`src/rsmf_pkg.sv`:
```
`timescale 1ns / 1ps
package rsmf_pkg;

	localparam int MAX_WIDTH  = 1024;
	localparam int MAX_HEIGHT = 4096;

	localparam int PIX_W  = 8;
	localparam int COL_W  = $clog2(MAX_WIDTH);       // column index into a line store
	localparam int WID_W  = 11;                      // image_width register
	localparam int HGT_W  = 13;                      // image_height register
	localparam int ROW_W  = HGT_W;                   // input row runs up to height + 1
	localparam int CFG_W  = HGT_W;                   // widest register
	localparam int IDX_W  = 2;
	localparam int SUM_W  = 12;                      // 16 * 255 fits

	localparam logic [IDX_W-1:0] CFG_MODE   = 2'd0;
	localparam logic [IDX_W-1:0] CFG_WIDTH  = 2'd1;
	localparam logic [IDX_W-1:0] CFG_HEIGHT = 2'd2;

	localparam logic [WID_W-1:0] WIDTH_RESET  = 11'd640;
	localparam logic [HGT_W-1:0] HEIGHT_RESET = 13'd480;
	localparam logic [WID_W-1:0] WIDTH_MIN    = 11'd3;
	localparam logic [WID_W-1:0] WIDTH_MAX    = WID_W'(MAX_WIDTH);
	localparam logic [HGT_W-1:0] HEIGHT_MIN   = 13'd3;
	localparam logic [HGT_W-1:0] HEIGHT_MAX   = HGT_W'(MAX_HEIGHT);

	// floor(s / 9) == (s * 3641) >> 15 for every s below 32768
	localparam logic [SUM_W-1:0] BOX_RECIP = 12'd3641;
	localparam int               BOX_SHIFT = 15;

	// 1-2-1 kernel weights as left shifts, row-major
	localparam logic [1:0] GAUSS_SHIFT [9] = '{2'd0, 2'd1, 2'd0,
	                                           2'd1, 2'd2, 2'd1,
	                                           2'd0, 2'd1, 2'd0};

	typedef enum logic [1:0] {
		MODE_GAUSS  = 2'd0,
		MODE_BOX    = 2'd1,
		MODE_MEDIAN = 2'd2,
		MODE_PASS   = 2'd3
	} mode_t;

	typedef logic [PIX_W-1:0] pixel_t;
	typedef pixel_t [8:0]     window_t;

endpackage

```
`src/rsmf_window_filter.sv`:
```
`timescale 1ns / 1ps
module rsmf_window_filter (
	input  rsmf_pkg::window_t win,
	input  rsmf_pkg::mode_t   mode,
	input  logic              border,
	output rsmf_pkg::pixel_t  pixel
);

	logic [rsmf_pkg::SUM_W-1:0]     gauss_sum;
	logic [rsmf_pkg::SUM_W-1:0]     box_sum;
	logic [2*rsmf_pkg::SUM_W-1:0]   box_prod;
	logic [3:0]                     rank [9];
	rsmf_pkg::pixel_t               median;
	rsmf_pkg::pixel_t               filtered;

	// kernel and box sums
	always_comb begin
		gauss_sum = '0;
		box_sum   = '0;
		for (int k = 0; k < 9; k++) begin
			gauss_sum = gauss_sum
			          + (rsmf_pkg::SUM_W'(win[k]) << rsmf_pkg::GAUSS_SHIFT[k]);
			box_sum   = box_sum + rsmf_pkg::SUM_W'(win[k]);
		end
	end

	assign box_prod = box_sum * rsmf_pkg::BOX_RECIP;

	// median by rank: ties broken by position, so ranks form a permutation
	always_comb begin
		for (int i = 0; i < 9; i++) begin
			rank[i] = '0;
			for (int j = 0; j < 9; j++) begin
				if (j != i) begin
					if ((win[j] < win[i]) || ((win[j] == win[i]) && (j < i))) begin
						rank[i] = rank[i] + 4'd1;
					end
				end
			end
		end
		median = '0;
		for (int i = 0; i < 9; i++) begin
			if (rank[i] == 4'd4) begin
				median = median | win[i];
			end
		end
	end

	always_comb begin
		unique case (mode)
			rsmf_pkg::MODE_GAUSS:  filtered = gauss_sum[rsmf_pkg::SUM_W-1:4];
			rsmf_pkg::MODE_BOX:    filtered = box_prod[rsmf_pkg::BOX_SHIFT +: rsmf_pkg::PIX_W];
			rsmf_pkg::MODE_MEDIAN: filtered = median;
			rsmf_pkg::MODE_PASS:   filtered = win[4];
		endcase
	end

	assign pixel = border ? win[4] : filtered;

endmodule

```
`config.mk`:
```
export PLATFORM = sky130hd
export DESIGN_NAME = rsmf_window_filter
export DESIGN_NICKNAME = d
export VERILOG_FILES = /design/src/rsmf_pkg.sv /design/src/rsmf_window_filter.sv
export SDC_FILE = /design/constraint.sdc
export NUM_CORES = 1
export LEC_CHECK = 0
export ABC_AREA = 1
export BUFFER_PORTS_ARGS = -buffer_cell sky130_fd_sc_hd__buf_2
export CAP_MARGIN = 20
export CELL_PAD_IN_SITES_DETAIL_PLACEMENT = 2
export CELL_PAD_IN_SITES_GLOBAL_PLACEMENT = 2
export CORE_MARGIN = 8
export CORE_UTILIZATION = 37
export DETAILED_ROUTE_END_ITERATION = 7
export PLACE_DENSITY_LB_ADDON = 0.1
export SLEW_MARGIN = 20
export SYNTH_ARGS = -nofsm -noshare
export SYNTH_HDL_FRONTEND = slang
export SYNTH_SLANG_ARGS = --single-unit
```
`constraint.sdc`:
```
create_clock -name vclk -period 13.38
set_input_delay 2.007 -clock vclk [all_inputs]
set_output_delay 2.007 -clock vclk [all_outputs]
set_load 0.03 [all_outputs]
```
* Yosys cells after proc, flatten, opt, wreduce, memory -nomap -nowiden *
Cells that the tools add are included.

cells by class
  add/sub/neg operators = 79
  $mul = 1
  $lt $le $gt $ge = 72
  eq/ne operators = 48
  multiplexer cells = 83
  bitwise gates (word level) = 8
  reduce and logical (&&, ||, !) cells = 37

operators with widths
  kind                                                 number
  less-than comparator 8 bit                           72
  == test 8 bit                                        36
  2-to-1 mux 4 bit                                     63
  adder 4 x 1 -> 4 bit, second input constant          54
  2-to-1 mux 8 bit                                     10
  adder 12 x 8 -> 12 bit                               6
  bitwise OR 8 bit                                     8
  == test 4 x 3 -> 1 bit, second input constant        9
  logical OR 1 bit                                     36
  one-hot mux 8 bit (4 select lines)                   1
  adder 12 x 9 -> 12 bit                               2
  multiplier 12 x 12 -> 23 bit, second input constant  1
  adder 10 x 8 -> 11 bit                               2
  adder 1 x 1 -> 2 bit, second input constant          9
  adder 11 x 8 -> 12 bit                               1
  adder 11 x 9 -> 12 bit                               1
  adder 12 x 10 -> 12 bit                              1
  adder 8 x 9 -> 10 bit                                1
  adder 9 x 8 -> 10 bit                                1
  adder 8 x 8 -> 9 bit                                 1
  2-to-1 mux 1 bit                                     9
  == test 2 bit, second input constant                 2
  == test 2 x 1 -> 1 bit, second input constant        1
  logical NOT 2 bit                                    1

storage, ports and cells
  bits in registers = 0
  logic and storage cells = 328

* Depth between registers and ports, before layout *
Gate-level depths: netlist of run 1.

  depth after elaboration = 36
  mapped depth = 44

* Worst setup path before layout of run 1 *
No wires, ideal clock.

  path type = in2out
  start = in win[25] in the netlist's numbering
  end = out pixel[3]
  data arrival time = 9.659 ns
  required time = 11.373 ns
  setup slack = 1.714 ns
  stages = 40
  buffers on the path = 0
  cell sequence = inv_1 > fa_1 > inv_1 > fa_1 > inv_1 > fa_1 > inv_1 > fa_1 > ha_1 > fa_1 > nand3_1 > nand2_1 > nand2_1 > a21oi_1 > nor2_1 > nor2_1 > nor2_1 > inv_1 > [4 not listed] > fa_1 > fa_1 > inv_1 > fa_1 > ha_1 > a21oi_1 > o21ai_0 > a21o_1 > a31oi_1 > nor2_1 > nor2_1 > o21ai_0 > or2_2 > nand3_1 > nand2_1 > nand2_1 > nand2_1 > nand2_1

between the ends
  cells in the longest elaborated chain, start to end = 32
  elaborated cells between the ends (all ways) = 166
  those cells by class = add/sub: 54; mul: 1; order compare: 16; eq/ne: 17; mux: 62; bitwise: 8; reduce/logical: 8

RTL lines
  item                                                                                 line                      text
  from (decl)                                                                          rsmf_window_filter.sv:3   input rsmf_pkg::window_t win,
  parallel branches: the longest is 30 deep, another holds less-than comparator 8 bit  -
  one-hot mux 8 bit (4 select lines) *                                                 rsmf_window_filter.sv:50  unique case (mode)
  2-to-1 mux 8 bit *                                                                   rsmf_window_filter.sv:58  assign pixel = border ? win[4] : filtered;
  to (decl)                                                                            rsmf_window_filter.sv:6   output rsmf_pkg::pixel_t pixel

Mark *: on every way between the ends.

* Worst setup path after layout of run 1 *
  start = in win[33] in the netlist's numbering
  end = out pixel[3]

between the ends
  cells in the longest elaborated chain, start to end = 30
  elaborated cells between the ends (all ways) = 150
  those cells by class = add/sub: 45; mul: 1; order compare: 16; eq/ne: 17; mux: 55; bitwise: 8; reduce/logical: 8

RTL lines
  item                                                                                 line
  parallel branches: the longest is 28 deep, another holds less-than comparator 8 bit  -
  one-hot mux 8 bit (4 select lines) *                                                 rsmf_window_filter.sv:50
  2-to-1 mux 8 bit *                                                                   rsmf_window_filter.sv:58

Marked as above.

==> results of run 1 <==
-- path summary, 6_finish.rpt --
kind                 from        to  slack [ps]  depth (start not counted)
setup / recovery  win[33]  pixel[3]         480                         42
hold / removal     border  pixel[0]        4510                          4
-- stage by stage --
stage                     std cells    util  area (µm²)  hold slack [ps]  setup WS, ps
after CTS                      3327  0.4049       18890             4505         436.7
final                          3329  0.4052       18900             4512         480.9
after global routing           3328  0.4051       18900             4528         96.48
after global placement         3327  0.4049       18890             4505         727.1
after detailed placement       3327  0.4049       18890             4504         457.4
after floorplan                2609       -       17510             4231          1714
-- kinds of logic (layout without fill, tap and decap cells) --
logic type               Yosys count  count (layout)  synth area share
adder cells (fa/ha/maj)          576             576            0.4698
other                              0               2                 0
AND/OR/NAND/NOR                 1293            1293            0.3375
XOR/XNOR                          17              17          0.008501
buffers and inverters            461             572            0.1001
AO/OA/AOI/OAI                    262             262           0.08415
-- per-layer routing --
metal  track usage  vias to the layer above
met3       0.04586                      148
met1        0.3881                     9444
met2        0.4990                      441
met5             0                        -
li1              -                     8733
met4        0.1066                        2
-- layout make-up --
cell class,count,share of cell area
diodes,2,0.0002648
inverters,457,0.09075
multi-input cells,2148,0.8341
well taps,607,0.04018
repair buffers,115,0.03468
-- critical path: cells and delay by family --
family / cells / cell delay [ps]
adder cells (fa/ha/maj): 12 / 5270
AO/OA/AOI/OAI: 6 / 910
buffers and inverters: 10 / 1100
AND/OR/NAND/NOR: 14 / 1580
-- layout by cell type (no fill, tap or decap), types with 18 or more instances in the layout --
cell,n
nand2_1,702
inv_1,447
ha_1,440
nand3_1,215
nor2_1,166
a21oi_1,138
fa_1,136
buf_2,83
nand4_1,56
o21ai_0,51
nand2_2,50
buf_4,32
nand3_2,24
or2_2,18
==> impl_metrics.ini, run 1 <==
[cells_and_area]
nFlopsAndLatches = 0
nFillCells = 5882
seqCellArea_um2 = 0
n_clock_buffer = 0
drive_above_1_share = 0.09449
nets = 3373
area_growth_pct = 7.930
multi_input_area_um2 = 15770

[routing]
first_iter_violations = 929
maxUsedRoutingLayer = met5
met3_length_mm = 4.222
postRouteAntennaNets = 0
wl_mm = 81.68
routed_via_density = 5.638
vias = 18770
met2_length_mm = 37.21
avgRoutedWirePerCell_um = 24.54
drc_errors = 0
first_pass_iters = 5
m1WireLength_mm = 36.85

[worst_setup_path]
cp_slowest_cell = fa_1
crit_type = input pin to primary output
arrival_ps = 10890
critPathMostFrequentCell = fa_1
critPathMaxStageDelay_ps = 570
cp-end-kind = primary output
worstPathMaxFanout = 6
start_kind = input pin
required_ps = 11370

[timing]
finalSetupViolCount = 0
relSlewSlack = 0.4465
fin_crit_sh = 0.9641
fin_tns_setup_ps = 0
finalHoldViolations = 0
drv_slew = 0
fmax_mhz = 77.53
tightest_slew_ps = 828.4
min_period_ps = 12900
rsz0062_at_grt = false

[synth]
synth_cell_types = 43
synth.area.top_cells = ha_1, fa_1, nand2_1
yosysTopAreaCell = ha_1
synth_most_common_cell = nand2_1
seq_area_frac_synth = 0
synth_cells = 2609
yosysWarnings = 0
syn_area_um2 = 17510
ys_top_cells_by_count = nand2_1, inv_1, ha_1
avgSynthCellArea_um2 = 6.713
syn_nets = 3260
yosysTopAreaCellShare = 0.3143

[placed_design]
gp_congestion = 0.9171
io_buffers = 83
hpwl_mm = 71.60

[floorplanning]
dieHeight_um = 233.6
rows = 79
die_x_um = 233.6
start_util = 0.3754
die_area_um2 = 54550
pin_count = 83
core_um2 = 46650

[global_route]
grt_pass1_wl_mm = 124.0
overflow = 0
antenna_found_initial = 3
grt_pass1_vias = 20980
grt_max_degree = 12
grt_use_total = 0.2991

[clocking]
cts_hold_buf = 0
postCtsResizedCells = 0
post_cts_buffers = 0

[job]
maxCapViolations = 0

[min_path]
hold_path.class = input pin to primary output

[run_status]
status = complete, no violations
Power of run 1 is not shown: default switching activity piles up to over one toggle a cycle in this logic, so the estimate is an artifact.
==> run 2: changes to the inputs <==
--- a/config.mk
+++ b/config.mk
@@ -13,7 +13,7 @@
 export CORE_MARGIN = 8
 export CORE_UTILIZATION = 37
 export DETAILED_ROUTE_END_ITERATION = 7
-export PLACE_DENSITY_LB_ADDON = 0.1
+export PLACE_DENSITY = 0.84
 export SLEW_MARGIN = 20
 export SYNTH_ARGS = -nofsm -noshare
 export SYNTH_HDL_FRONTEND = slang
==> impl_metrics.ini, run 2 (synthesized netlist as in run 1, its figures left out) <==
[min_path]
hold_path.class = input pin to primary output
holdCritStartpoint = border

[floorplanning]
pin_count = 83
dieHeight_um = 233.6
start_util = 0.3754
rows = 79
die_area_um2 = 54550
core_um2 = 46650
die_x_um = 233.6

[global_route]
grt_max_degree = 12
grt_pass1_vias = 22220
grt_use_total = 0.3094
antenna_found_initial = 0
grt_pass1_wl_mm = 129.1
overflow = 0

[cells_and_area]
mostFrequentLayoutCells = nand2_1, inv_1, ha_1
nFlopsAndLatches = 0
area_growth_pct = 8.101
layout_commonest_cell = nand2_1
nets = 3372
seqCellArea_um2 = 0
n_clock_buffer = 0
drive_above_1_share = 0.09599

[timing]
min_period_ps = 13020
relSlewSlack = 0.5116
hold_slack_ps = 4483
drv_slew = 0
fin_tns_setup_ps = 0
finalSetupViolCount = 0
tightest_slew_ps = 724.9
finalHoldViolations = 0
fin_ws_ps = 358.0
fin_crit_sh = 0.9732
fmax_mhz = 76.79

[worst_setup_path]
crit_type = input pin to primary output
path_delay_family = adder cells
critPathMaxStageDelay_ps = 530
required_ps = 11370
start_kind = input pin
arrival_ps = 11020
cp-end-kind = primary output
worstPathMaxFanout = 10
cp_slowest_cell = fa_1
startpoint = win[12]
cp_num_buf_inv = 5
critPathMostFrequentCell = fa_1

[placed_design]
io_buffers = 83
gp_congestion = 0.9335
hpwl_mm = 74.39
pre_cts_slack_ps = -103.9

[routing]
avgRoutedWirePerCell_um = 25.60
routed_via_density = 5.801
vias = 19310
first_iter_violations = 1194
first_pass_iters = 5
wl_mm = 85.23
postRouteAntennaNets = 0
drc_errors = 0

[clocking]
cts_hold_buf = 0

[run_status]
status = complete, no violations

[job]
maxCapViolations = 0
[run 2: cell count changes in the layout (fill, tap and decap cells not counted), sizes merged]
| cell | delta |
|---|---|
| inv | -1 |
| clkinvlp | +1 |
| buf | -3 |
| clkbuf | +2 |
| diode | +1 |
[run 2: metal layers]
metal / share of wire / GRT usage / routed length, µm
met2: 0.47 / 0.5361 / 39930
met1: 0.42 / 0.3858 / 36180
met5: 0 / 0 / 0
met4: 0.050 / 0.1345 / 4236
met3: 0.057 / 0.03142 / 4883
[run 2: cell type report]
class | instances | area (µm²)
Antenna cell | 3 | 7.507
Multi-Input combinational cell | 2148 | 15790
Timing Repair Buffer | 114 | 655.6
Inverter | 457 | 1719
Tap cell | 607 | 759.5
Fill cell | 5809 | 27720
[run 2: repair_timing]
action / in CTS / in global routing
setup buffers: 0 / 5
endpoints found under the setup margin: 2 / 7
pin swaps: 0 / 3
gates resized for setup: 1 / 10
[run 2: worst paths after layout]
check  endpoint  slack, ps  cells after the start
min    pixel[1]       4480                      4
max    pixel[3]        360                     37
[run 2: metrics by stage]
stage | area (µm²) | utilization | cells
after global routing | 18930 | 0.4057 | 3326
after detailed placement | 18850 | 0.4040 | 3321
after global placement | 18850 | 0.4040 | 3321
final | 18930 | 0.4058 | 3329
after CTS | 18850 | 0.4041 | 3321
after floorplan | 17510 | - | 2609
==> run 3: changes to the inputs <==
--- a/config.mk
+++ b/config.mk
@@ -11,9 +11,10 @@
 export CELL_PAD_IN_SITES_DETAIL_PLACEMENT = 2
 export CELL_PAD_IN_SITES_GLOBAL_PLACEMENT = 2
 export CORE_MARGIN = 8
-export CORE_UTILIZATION = 37
+export CORE_UTILIZATION = 40
 export DETAILED_ROUTE_END_ITERATION = 7
-export PLACE_DENSITY = 0.84
+export PLACE_DENSITY = 0.9
+export REMOVE_ABC_BUFFERS = 1
 export SLEW_MARGIN = 20
 export SYNTH_ARGS = -nofsm -noshare
 export SYNTH_HDL_FRONTEND = slang
==> constraint.sdc (replaced) <==
create_clock -name vclk -period 16
set_input_delay 2.4 -clock vclk [all_inputs]
set_output_delay 2.4 -clock vclk [all_outputs]
set_load 0.03 [all_outputs]
==> impl_metrics.ini, run 3 (synthesized netlist as in run 1, its figures left out) <==
[cells_and_area]
mostFrequentLayoutCells = nand2_1, inv_1, ha_1
seqCellArea_um2 = 0
n_clock_buffer = 0
nFillCells = 5442
instances_no_fill = 3274
nets = 3341
drive_above_1_share = 0.08333
nFlopsAndLatches = 0
multi_input_area_um2 = 15760
layout_commonest_cell = nand2_1
area_growth_pct = 6.351
final_util = 0.4315

[timing]
finalSetupViolCount = 0
fmax_mhz = 69.64
fin_tns_setup_ps = 0
drv_slew = 0
min_period_ps = 14360
fin_ws_ps = 1641
tightest_slew_ps = 827.7
finalHoldViolations = 0
fin_crit_sh = 0.8974
rsz0062_at_grt = false
relSlewSlack = 0.4443

[global_route]
grt_use_total = 0.3462
overflow = 0
grt_max_degree = 12
grt_pass1_wl_mm = 134.6
grt_pass1_vias = 22940
antenna_found_initial = 4

[placed_design]
gp_congestion = 0.9223
io_buffers = 83
dp.cells = 3273
pre_cts_slack_ps = 1688
hpwl_mm = 77.85

[min_path]
min_path_cells = 4
hold_path.class = input pin to primary output

[floorplanning]
rows = 76
die_area_um2 = 50740
dieHeight_um = 225.3
core_um2 = 43170
die_x_um = 225.3
start_util = 0.4057
pin_count = 83

[routing]
first_pass_iters = 5
wl_mm = 89.54
routed_via_density = 6.009
postRouteAntennaNets = 0
avgRoutedWirePerCell_um = 27.35
first_iter_violations = 1249
vias = 19670
drc_errors = 0

[job]
maxCapViolations = 0

[worst_setup_path]
cp-end-kind = primary output
critPathMaxStageDelay_ps = 610
crit_type = input pin to primary output
required_ps = 13600
start_kind = input pin
critPathMostFrequentCell = fa_1
cp_slowest_cell = fa_1
arrival_ps = 11960
worstPathMaxFanout = 8

[clocking]
cts_hold_buf = 0
postCtsResizedCells = 0
post_cts_buffers = 0

[run_status]
status = complete, no violations
==> run 3: cell types whose count changed in the layout (fill, tap and decap cells not counted), moves of 2 or more <==
cell,change
buf_2,+3
buf_4,-32
diode_2,-2
clkbuf_4,-2
==> run 3: layout make-up <==
type	count	share of cell area
inverter	457	0.09209
multi-input combinational	2148	0.8462
timing repair buffer	83	0.02230
antenna	1	0.0001343
tap	585	0.03930
==> run 3: critical path, delay by kind of cell <==
kind,cells,cell delay (ps)
buf+inv,10,1390
simple gates,14,1660
compound gates,6,1020
fa+ha+maj,12,5470
==> run 3: path summary, 6_finish.rpt <==
path / from / endpoint / slack [ps]
worst max-delay path: win[33] / pixel[3] / 1640
worst min-delay path: border / pixel[3] / 5270
==> run 3: metal layers <==
metal	global-route usage	up-vias	routed length, µm
met3	0.06701	391	6897
met5	0	-	30
met4	0.1994	6	6135
met2	0.5974	854	41980
li1	-	8655	-
met1	0.3958	9767	34490
==> run 3: stage by stage <==
step                      area (µm²)  hold WS (ps)
after floorplan                17480          5005
after global placement         18620          5271
after detailed placement       18620          5280
after CTS                      18620          5280
after global routing           18630          5297
final                          18630          5267
Power of run 3 is left out for the same reason.
